--- src/hdl/cnr_pkg.sv ---
// Shared types, constants and helper functions of the crowding replacement unit.
package cnr_pkg;

    // default sizes of the tables
    localparam int MAX_POPULATION_DEF = 32;
    localparam int MAX_DIMENSION_DEF  = 64;

    // field widths
    localparam int COORD_BITS  = 16;
    localparam int SLOT_W      = 5;
    localparam int INDEX_W     = 6;
    localparam int FIT_W       = 32;
    localparam int POP_CFG_W   = 6;
    localparam int DIM_CFG_W   = 7;
    localparam int CFG_DATA_W  = 7;
    localparam int CFG_INDEX_W = 1;

    // squared difference of two saturated coordinates
    localparam int SQ_W = 2 * COORD_BITS + 2;

    // register indexes
    localparam logic [CFG_INDEX_W-1:0] CFG_POPULATION_IN_USE = 1'b0;
    localparam logic [CFG_INDEX_W-1:0] CFG_DIMENSION_IN_USE  = 1'b1;

    localparam logic [POP_CFG_W-1:0] POP_CFG_RESET = 6'd30;
    localparam logic [DIM_CFG_W-1:0] DIM_CFG_RESET = 7'd10;

    // beat kinds
    localparam logic KIND_LOAD  = 1'b0;
    localparam logic KIND_CHILD = 1'b1;

    // coordinate range is +-100.0 in Q8.8
    localparam logic signed [COORD_BITS-1:0] COORD_CEIL  = 16'sd25600;
    localparam logic signed [COORD_BITS-1:0] COORD_FLOOR = -16'sd25600;

    localparam logic signed [FIT_W-1:0] BEST_RESET = 32'sh7FFF_FFFF;

    typedef struct packed {
        logic                     kind;
        logic [SLOT_W-1:0]        slot;
        logic [INDEX_W-1:0]       coord_index;
        logic signed [COORD_BITS-1:0] coord_value;
        logic signed [FIT_W-1:0]  fitness_value;
        logic                     last_coord;
    } in_beat_t;

    typedef struct packed {
        logic [SLOT_W-1:0]       nearest_slot;
        logic                    was_replaced;
        logic                    best_improved;
        logic signed [FIT_W-1:0] best_fitness_out;
    } out_beat_t;

    // controller to datapath
    typedef struct packed {
        logic accept;      // input beat taken this cycle
        logic srch_start;  // clear the running minimum
        logic srch_issue;  // read one coordinate pair
        logic srch_first;  // pair is coordinate zero of its slot
        logic srch_end;    // pair is the last coordinate of its slot
        logic fit_cmp;     // fitness of the nearest slot is on the read port
        logic copy_issue;  // read one child coordinate for copy-back
        logic out_child;   // load the child result into the output register
    } cmd_t;

    // datapath to controller
    typedef struct packed {
        logic pipe_busy;
        logic fit_better;
        logic out_free;
    } sts_t;

    // address bits for a table of n entries, at least one
    function automatic int idx_bits(input int n);
        return (n > 1) ? $clog2(n) : 1;
    endfunction

    // clamp a Q8.8 coordinate to +-100.0
    function automatic logic signed [COORD_BITS-1:0] sat_coord(
        input logic signed [COORD_BITS-1:0] v
    );
        logic signed [COORD_BITS-1:0] r;
        r = v;
        if (v > COORD_CEIL) begin
            r = COORD_CEIL;
        end else if (v < COORD_FLOOR) begin
            r = COORD_FLOOR;
        end
        return r;
    endfunction

endpackage

--- src/hdl/cnr_ctrl.sv ---
// Controller: configuration registers, handshake, sequencing FSM and walk counters.
module cnr_ctrl #(
    parameter int MAX_POPULATION = cnr_pkg::MAX_POPULATION_DEF,
    parameter int MAX_DIMENSION  = cnr_pkg::MAX_DIMENSION_DEF
) (
    input  logic                                         aclk,
    input  logic                                         aresetn,
    input  logic                                         cfg_we,
    input  logic [cnr_pkg::CFG_INDEX_W-1:0]              cfg_index,
    input  logic [cnr_pkg::CFG_DATA_W-1:0]               cfg_data,
    input  logic                                         s_valid,
    input  logic                                         s_kind,
    input  logic                                         s_last,
    output logic                                         s_ready,
    input  cnr_pkg::sts_t                                sts,
    output cnr_pkg::cmd_t                                cmd,
    output logic [cnr_pkg::idx_bits(MAX_POPULATION)-1:0] rd_slot,
    output logic [cnr_pkg::idx_bits(MAX_DIMENSION)-1:0]  rd_coord
);

    localparam int PA = cnr_pkg::idx_bits(MAX_POPULATION);
    localparam int DA = cnr_pkg::idx_bits(MAX_DIMENSION);

    typedef enum logic [6:0] {
        ST_IDLE    = 7'b0000001,
        ST_SEARCH  = 7'b0000010,
        ST_DRAIN   = 7'b0000100,
        ST_FIT_RD  = 7'b0001000,
        ST_FIT_CMP = 7'b0010000,
        ST_COPY    = 7'b0100000,
        ST_FINISH  = 7'b1000000
    } state_t;

    state_t state_reg, state_next;

    logic [cnr_pkg::POP_CFG_W-1:0] pop_cfg_reg;
    logic [cnr_pkg::DIM_CFG_W-1:0] dim_cfg_reg;
    logic [PA-1:0] slot_cnt_reg, slot_cnt_next;
    logic [DA-1:0] coord_cnt_reg, coord_cnt_next;
    logic [PA-1:0] pop_last;
    logic [DA-1:0] dim_last;
    logic          ready_int;

    // configuration writes
    always_ff @(posedge aclk) begin
        if (!aresetn) begin
            pop_cfg_reg <= cnr_pkg::POP_CFG_RESET;
            dim_cfg_reg <= cnr_pkg::DIM_CFG_RESET;
        end else if (cfg_we) begin
            case (cfg_index)
                cnr_pkg::CFG_POPULATION_IN_USE: begin
                    pop_cfg_reg <= cfg_data[cnr_pkg::POP_CFG_W-1:0];
                end
                cnr_pkg::CFG_DIMENSION_IN_USE: begin
                    dim_cfg_reg <= cfg_data[cnr_pkg::DIM_CFG_W-1:0];
                end
                default: begin
                end
            endcase
        end
    end

    // last slot and last coordinate of the walk, clamped to the table sizes
    always_comb begin
        if (pop_cfg_reg == '0) begin
            pop_last = '0;
        end else if (int'(pop_cfg_reg) > MAX_POPULATION) begin
            pop_last = PA'(MAX_POPULATION - 1);
        end else begin
            pop_last = PA'(int'(pop_cfg_reg) - 1);
        end

        if (dim_cfg_reg == '0) begin
            dim_last = '0;
        end else if (int'(dim_cfg_reg) > MAX_DIMENSION) begin
            dim_last = DA'(MAX_DIMENSION - 1);
        end else begin
            dim_last = DA'(int'(dim_cfg_reg) - 1);
        end
    end

    // sequencing
    always_comb begin
        state_next     = state_reg;
        slot_cnt_next  = slot_cnt_reg;
        coord_cnt_next = coord_cnt_reg;
        cmd            = '0;
        ready_int      = 1'b0;

        case (state_reg)
            ST_IDLE: begin
                // a final load beat needs the output register free
                ready_int = sts.out_free || !s_last || (s_kind == cnr_pkg::KIND_CHILD);
                slot_cnt_next  = '0;
                coord_cnt_next = '0;
                cmd.accept     = s_valid && ready_int;
                if (cmd.accept && (s_kind == cnr_pkg::KIND_CHILD) && s_last) begin
                    cmd.srch_start = 1'b1;
                    state_next     = ST_SEARCH;
                end
            end
            ST_SEARCH: begin
                cmd.srch_issue = 1'b1;
                cmd.srch_first = (coord_cnt_reg == '0);
                cmd.srch_end   = (coord_cnt_reg == dim_last);
                if (coord_cnt_reg == dim_last) begin
                    coord_cnt_next = '0;
                    if (slot_cnt_reg == pop_last) begin
                        state_next = ST_DRAIN;
                    end else begin
                        slot_cnt_next = slot_cnt_reg + PA'(1);
                    end
                end else begin
                    coord_cnt_next = coord_cnt_reg + DA'(1);
                end
            end
            ST_DRAIN: begin
                if (!sts.pipe_busy) begin
                    state_next = ST_FIT_RD;
                end
            end
            ST_FIT_RD: begin
                state_next = ST_FIT_CMP;
            end
            ST_FIT_CMP: begin
                cmd.fit_cmp    = 1'b1;
                coord_cnt_next = '0;
                state_next     = sts.fit_better ? ST_COPY : ST_FINISH;
            end
            ST_COPY: begin
                cmd.copy_issue = 1'b1;
                if (coord_cnt_reg == dim_last) begin
                    state_next = ST_FINISH;
                end else begin
                    coord_cnt_next = coord_cnt_reg + DA'(1);
                end
            end
            ST_FINISH: begin
                if (sts.out_free) begin
                    cmd.out_child = 1'b1;
                    state_next    = ST_IDLE;
                end
            end
            default: begin
                state_next = ST_IDLE;
            end
        endcase
    end

    always_ff @(posedge aclk) begin
        if (!aresetn) begin
            state_reg     <= ST_IDLE;
            slot_cnt_reg  <= '0;
            coord_cnt_reg <= '0;
        end else begin
            state_reg     <= state_next;
            slot_cnt_reg  <= slot_cnt_next;
            coord_cnt_reg <= coord_cnt_next;
        end
    end

    assign s_ready  = ready_int;
    assign rd_slot  = slot_cnt_reg;
    assign rd_coord = coord_cnt_reg;

endmodule

--- config.mk ---
export PLATFORM = sky130hd
export DESIGN_NAME = cnr_ctrl
export DESIGN_NICKNAME = d
export VERILOG_FILES = /design/src/hdl/cnr_pkg.sv /design/src/hdl/cnr_ctrl.sv
export SDC_FILE = /design/constraint.sdc
export NUM_CORES = 1
export LEC_CHECK = 0
export ABC_CLOCK_PERIOD_IN_PS = 3000
export BUFFER_PORTS_ARGS = -buffer_cell sky130_fd_sc_hd__buf_2
export CORE_MARGIN = 3
export CORE_UTILIZATION = 50
export CTS_CLUSTER_DIAMETER = 40
export DETAILED_ROUTE_END_ITERATION = 16
export GPL_TIMING_DRIVEN = 0
export PLACE_DENSITY = 0.82
export SYNTH_ARGS = -nofsm -noshare
export SYNTH_HDL_FRONTEND = slang
export SYNTH_SLANG_ARGS = --single-unit
export TNS_END_PERCENT = 10
--- constraint.sdc ---
create_clock -name aclk -period 3 [get_ports aclk]
set_input_delay 0.45 -clock aclk [delete_from_list [all_inputs] [get_ports aclk]]
set_output_delay 0.45 -clock aclk [all_outputs]
set_load 0.02 [all_outputs]
# --- Yosys cells after proc, flatten, opt, wreduce, memory -nomap -nowiden ---
# Index checks and enable logic that the tools add are counted.
op_classes:
  mux: 26
  n_lt_le_gt_ge: 2
  n_eq_ne: 17
  n_reduce_logical: 17
  n_bitwise: 1
  addsub: 4
op_table:
  columns: ["operator", "count"]
  rows:
  - ["$mux W7", 7]
  - ["$pmux W7 S7", 1]
  - ["$mux W6", 4]
  - ["$mux W5", 4]
  - ["$pmux W6 S3", 1]
  - ["$ne A2 B2 Y1 const B", 8]
  - ["$logic_not A6 Y1", 2]
  - ["$pmux W5 S2", 1]
  - ["$eq A7 B1 Y1 const B", 1]
  - ["$eq A7 B2 Y1 const B", 1]
  - ["$eq A7 B3 Y1 const B", 1]
  - ["$eq A7 B4 Y1 const B", 1]
  - ["$eq A7 B5 Y1 const B", 1]
  - ["$eq A7 B6 Y1 const B", 1]
  - ["$eq A7 B7 Y1 const B", 1]
  - ["$gt A7 B7 Y1 const B", 1]
  - ["$logic_not A7 Y1", 1]
  - ["$add A6 B1 Y6 const B", 1]
  - ["$eq A6 B6 Y1", 1]
  - ["$gt A6 B6 Y1 const B", 1]
  - ["$mux W1", 6]
  - ["$reduce_and A2 Y1", 3]
  - ["$reduce_and A6 Y1", 1]
  - ["$sub A6 B1 Y6 const B", 1]
  - ["13 further kinds", 16]
word_totals:
  input_bits: 17
  output_inout_bits: 20
  ff_bits: 31
  elab_cells: 72

# --- Longest topological paths before layout ---
logic_depth:
  word_depth: 8
  depth_mapped: 11
  mapped_depth_nobuf: 10

# --- Least setup slack after synthesis ---
# Ideal clock, no wire load.
synth_timing:
  kind: "register to output"
  start: "register dim_cfg_reg[0] (netlist bit)"
  end: "output cmd[3] (netlist bit)"
  setup_slack_ns: 0.170
  arrival_ns: 2.380
  stages_incl_launch_ff: 9
  cell_sequence: "dfxtp_1 buf_6 or4_4 a221oi_1 o211a_1 a211oi_2 a211oi_4 nand2_2 nor2_1"
synth_lines:
  columns: ["item", "line", "text"]
  rows:
  - ["start, declared", "cnr_ctrl.sv:37", "logic [cnr_pkg::DIM_CFG_W-1:0] dim_cfg_reg;"]
  - ["start signal, assigned", "cnr_ctrl.sv:48", "dim_cfg_reg <= cnr_pkg::DIM_CFG_RESET;"]
  - ["start signal, assigned", "cnr_ctrl.sv:55", "dim_cfg_reg <= cfg_data[cnr_pkg::DIM_CFG_W-1:0];"]
  - ["end, declared", "cnr_ctrl.sv:16", "output cnr_pkg::cmd_t cmd,"]

==> summary.txt <==
Run status
  • Status: finished clean

Timing
  • Minimum clock period: 2.945 ns
  • Max-slew violations: 0
  • RSZ-0062 raised after global routing: true
  • Max transition margin: 0.6721
  • Final worst slack: about 0.055 ns
  • Worst-margin pin slew: 0.4918 ns
  • Hold slack final: 0.4023 ns
  • Fin. Hold Viols: 0
  • Fmax: 339.6 MHz
  • Setup Skew: about 0.012 ns
  • Final setup vio count: 0
  • Final period utilization: 0.9815
  • Fin Setup TNS: 0 ns

Clock network
  • Longest Clk Path Bufs: 2
  • CTS tree: yes
  • Hold buffers post-CTS: 0
  • CTS Buf Count: 5
  • Worst skew pair latency: 0.28 ns
  • Clk Tree Root Cell: clkbuf_8
  • Clock-pin slew on the worst setup and hold paths: about 0.070 ns
  • H-tree depth: 2
  • Sink Count: 31

Cells and area
  • Most frequent cells in the layout: nand2_1, buf_2, dfxtp_1
  • Post-layout util: 0.6320
  • Synthesis-to-layout area growth: 20.05%
  • Most common cell after layout, fill and taps aside: nand2_1
  • Fin nets: 374
  • Share of layout cells above drive strength 1: 0.2479
  • Final std cells w/o fill: 403
  • # diodes: 0

Global routing
  • First-pass GRT wire length: ~9500 um
  • Antenna violations before repair: 0
  • Largest net degree at the start of global routing: 11
  • Global Route Usage Sum: 0.2167
  • Vias in the first global route: 2,148
  • Remaining Overflow, GRT: 0

Yosys
  • Synthesized area per cell: 7.671 um^2
  • Synth Cell Area: 2340 um^2
  • Yosys cell types: slightly below 70
  • Net Count, Synth: 329
  • Syn Inst Count: 305
  • EDFF count, synth: 0
  • Number of synthesis warnings: 0
  • FF+latch count, synth: 31
  • Sequential share of the synthesized area: 0.2652
  • Synth top area share: 0.2652
  • Largest area contributor in the netlist: dfxtp_1
  • Area contributors post-synth: dfxtp_1, nand2_1, a21oi_1, nand3_1, ha_1
  • Top_reg_cell synth: dfxtp_1
  • Async set-reset flop share out of synthesis: 0

Setup path
  • R2R cell count: 11
  • Worst EP required: 2.55 ns
  • CP Launch Type: flip-flop
  • Arrival time worst endpoint: 2.49 ns
  • Critical path peak fanout: 6
  • Setup CP Type: flip-flop to primary output
  • Crit. End Element: primary output

Die
  • DIE WIDTH: 74.41 um
  • # IOs: 37
  • Die height: 74.41 um
  • Row cnt: 24
  • Core area: 4444 um^2
  • Die footprint: between 5000 and 6000 um^2
  • Initial Utilization: 0.5265

Placement
  • Dpl ws: -0.2717 ns
  • Placed insts: just under 400
  • Routability cong.: 0.8340
  • Input/output buffers: 34
  • HPWL Detailed: between 4000 and 5000 um

Detailed routing
  • DRT iter0 DRCs: 208
  • Via count: 2,444
  • Routed WL: 5982 um
  • Vias/cell: 6.065
  • DRT antenna net count: 0
  • First-pass detailed-route iteration total: 4
  • Average wire per standard cell: 14.84 um
  • DRC viols: 0

Power
  • Pwr/cell area: around 370 nW/um^2
  • Leak: 1.098 nW
  • Worst VDD drop: 0.0002442 V

Worst hold path
  • Hold WC Path Type: primary input to flip-flop
  • Hold depth: 3

Job
  • MaxCap Viol Count: 0
-- through the flow --
step	power [mW]	area, um^2
after global routing	1.092	2809
after CTS	1.023	2715
after detailed placement	0.6953	2575
after global placement	0.6898	2575
final	1.042	2809
after floorplan	0.6326	2340
-- Yosys cell counts (all sizes together), types with 3 or more instances --
| library cell | number |
|---|---|
| and2 | 3 |
| and4b | 4 |
| xnor2 | 9 |
| nand2 | 39 |
| nand2b | 4 |
| mux2i | 3 |
| nor2 | 19 |
| a21oi | 24 |
| nor3b | 6 |
| inv | 16 |
| nand3b | 7 |
| o31ai | 4 |
| nor2b | 4 |
| nor3 | 12 |
| or3 | 3 |
| nand4 | 3 |
| a211oi | 4 |
| nand3 | 22 |
| a31oi | 5 |
| o21ai | 10 |
| o211ai | 4 |
| nor4 | 3 |
| buf | 10 |
| dfxtp | 31 |
| or4 | 4 |
| ha | 7 |
| clkbuf | 8 |
| a221oi | 3 |
| and3 | 3 |
-- cells by family after synthesis --
| family | synth area share |
|---|---|
| and+or+nand+nor | 0.3406 |
| AOI/OAI and AO/OA | 0.2182 |
| buffers and inverters | 0.07540 |
| DFF | 0.2652 |
| xor gates and xnor gates | 0.04118 |
| adders and majority gates | 0.04171 |
| muxes | 0.01765 |
-- routing by layer --
layer / share of wire / vias to the layer above / routed length [um] / GRT usage
li1: - / 1205 / - / -
met1: 0.45 / 1152 / 2720 / 0.2907
met2: 0.48 / 72 / 2860 / 0.3571
met3: 0.050 / 15 / 300 / 0.04730
met4: 0.017 / 0 / 100 / 0.04743
met5: 0 / - / 0 / 0
-- worst max-delay path, stage by stage (launching register included) --
cell and delay [ns]:
dfxtp_2 0.31, buf_6 0.12, or4_4 0.54, a21oi_1 0.17, a21oi_1 0.06, o311a_1 0.32
a211oi_4 0.24, nand2_2 0.12, nor2_4 0.19, buf_6 0.15
-- report_power, final --
part / total, mW / internal, mW / leakage [nW] / switching [mW]
sequential: 0.443 / 0.427 / 0.252 / 0.0157
clock: 0.323 / 0.162 / 0.0412 / 0.161
combinational: 0.276 / 0.107 / 0.805 / 0.169
-- layout make-up --
class / count / area, um^2
clock buffer: 6 / 72.57
clock inverter: 2 / 12.51
timing repair buffer: 38 / 206.4
inverter: 16 / 60.06
multi-input combinational: 240 / 1644
fill: 394 / 1635
tap: 52 / 65.06
sequential: 31 / 621.8
buffer: 18 / 126.4
-- timing repair --
action                                  in CTS  in global routing
endpoints found under the setup margin       3                  6
pin swaps                                    2                 11
hold endpoints to repair                     0                  0
gates resized for setup                      8                 22
buffers inserted                             3                  1
-- path summary, 6_finish.rpt --
path / from / to / slack [ns]
setup / recovery: dim_cfg_reg[1]$_SDFFE_PN1P_ / cmd[3] / 0.06
hold / removal: cfg_data[2] / pop_cfg_reg[2]$_SDFFE_PN1P_ / 0.40
setup reg to reg: dim_cfg_reg[1]$_SDFFE_PN1P_ / rd_slot[4]$_SDFFE_PN0P_ / 0.11
hold reg to reg: state_reg[3]$_SDFFE_PN0P_ / state_reg[3]$_SDFFE_PN0P_ / 0.53
(Power assumes the default switching activity.)
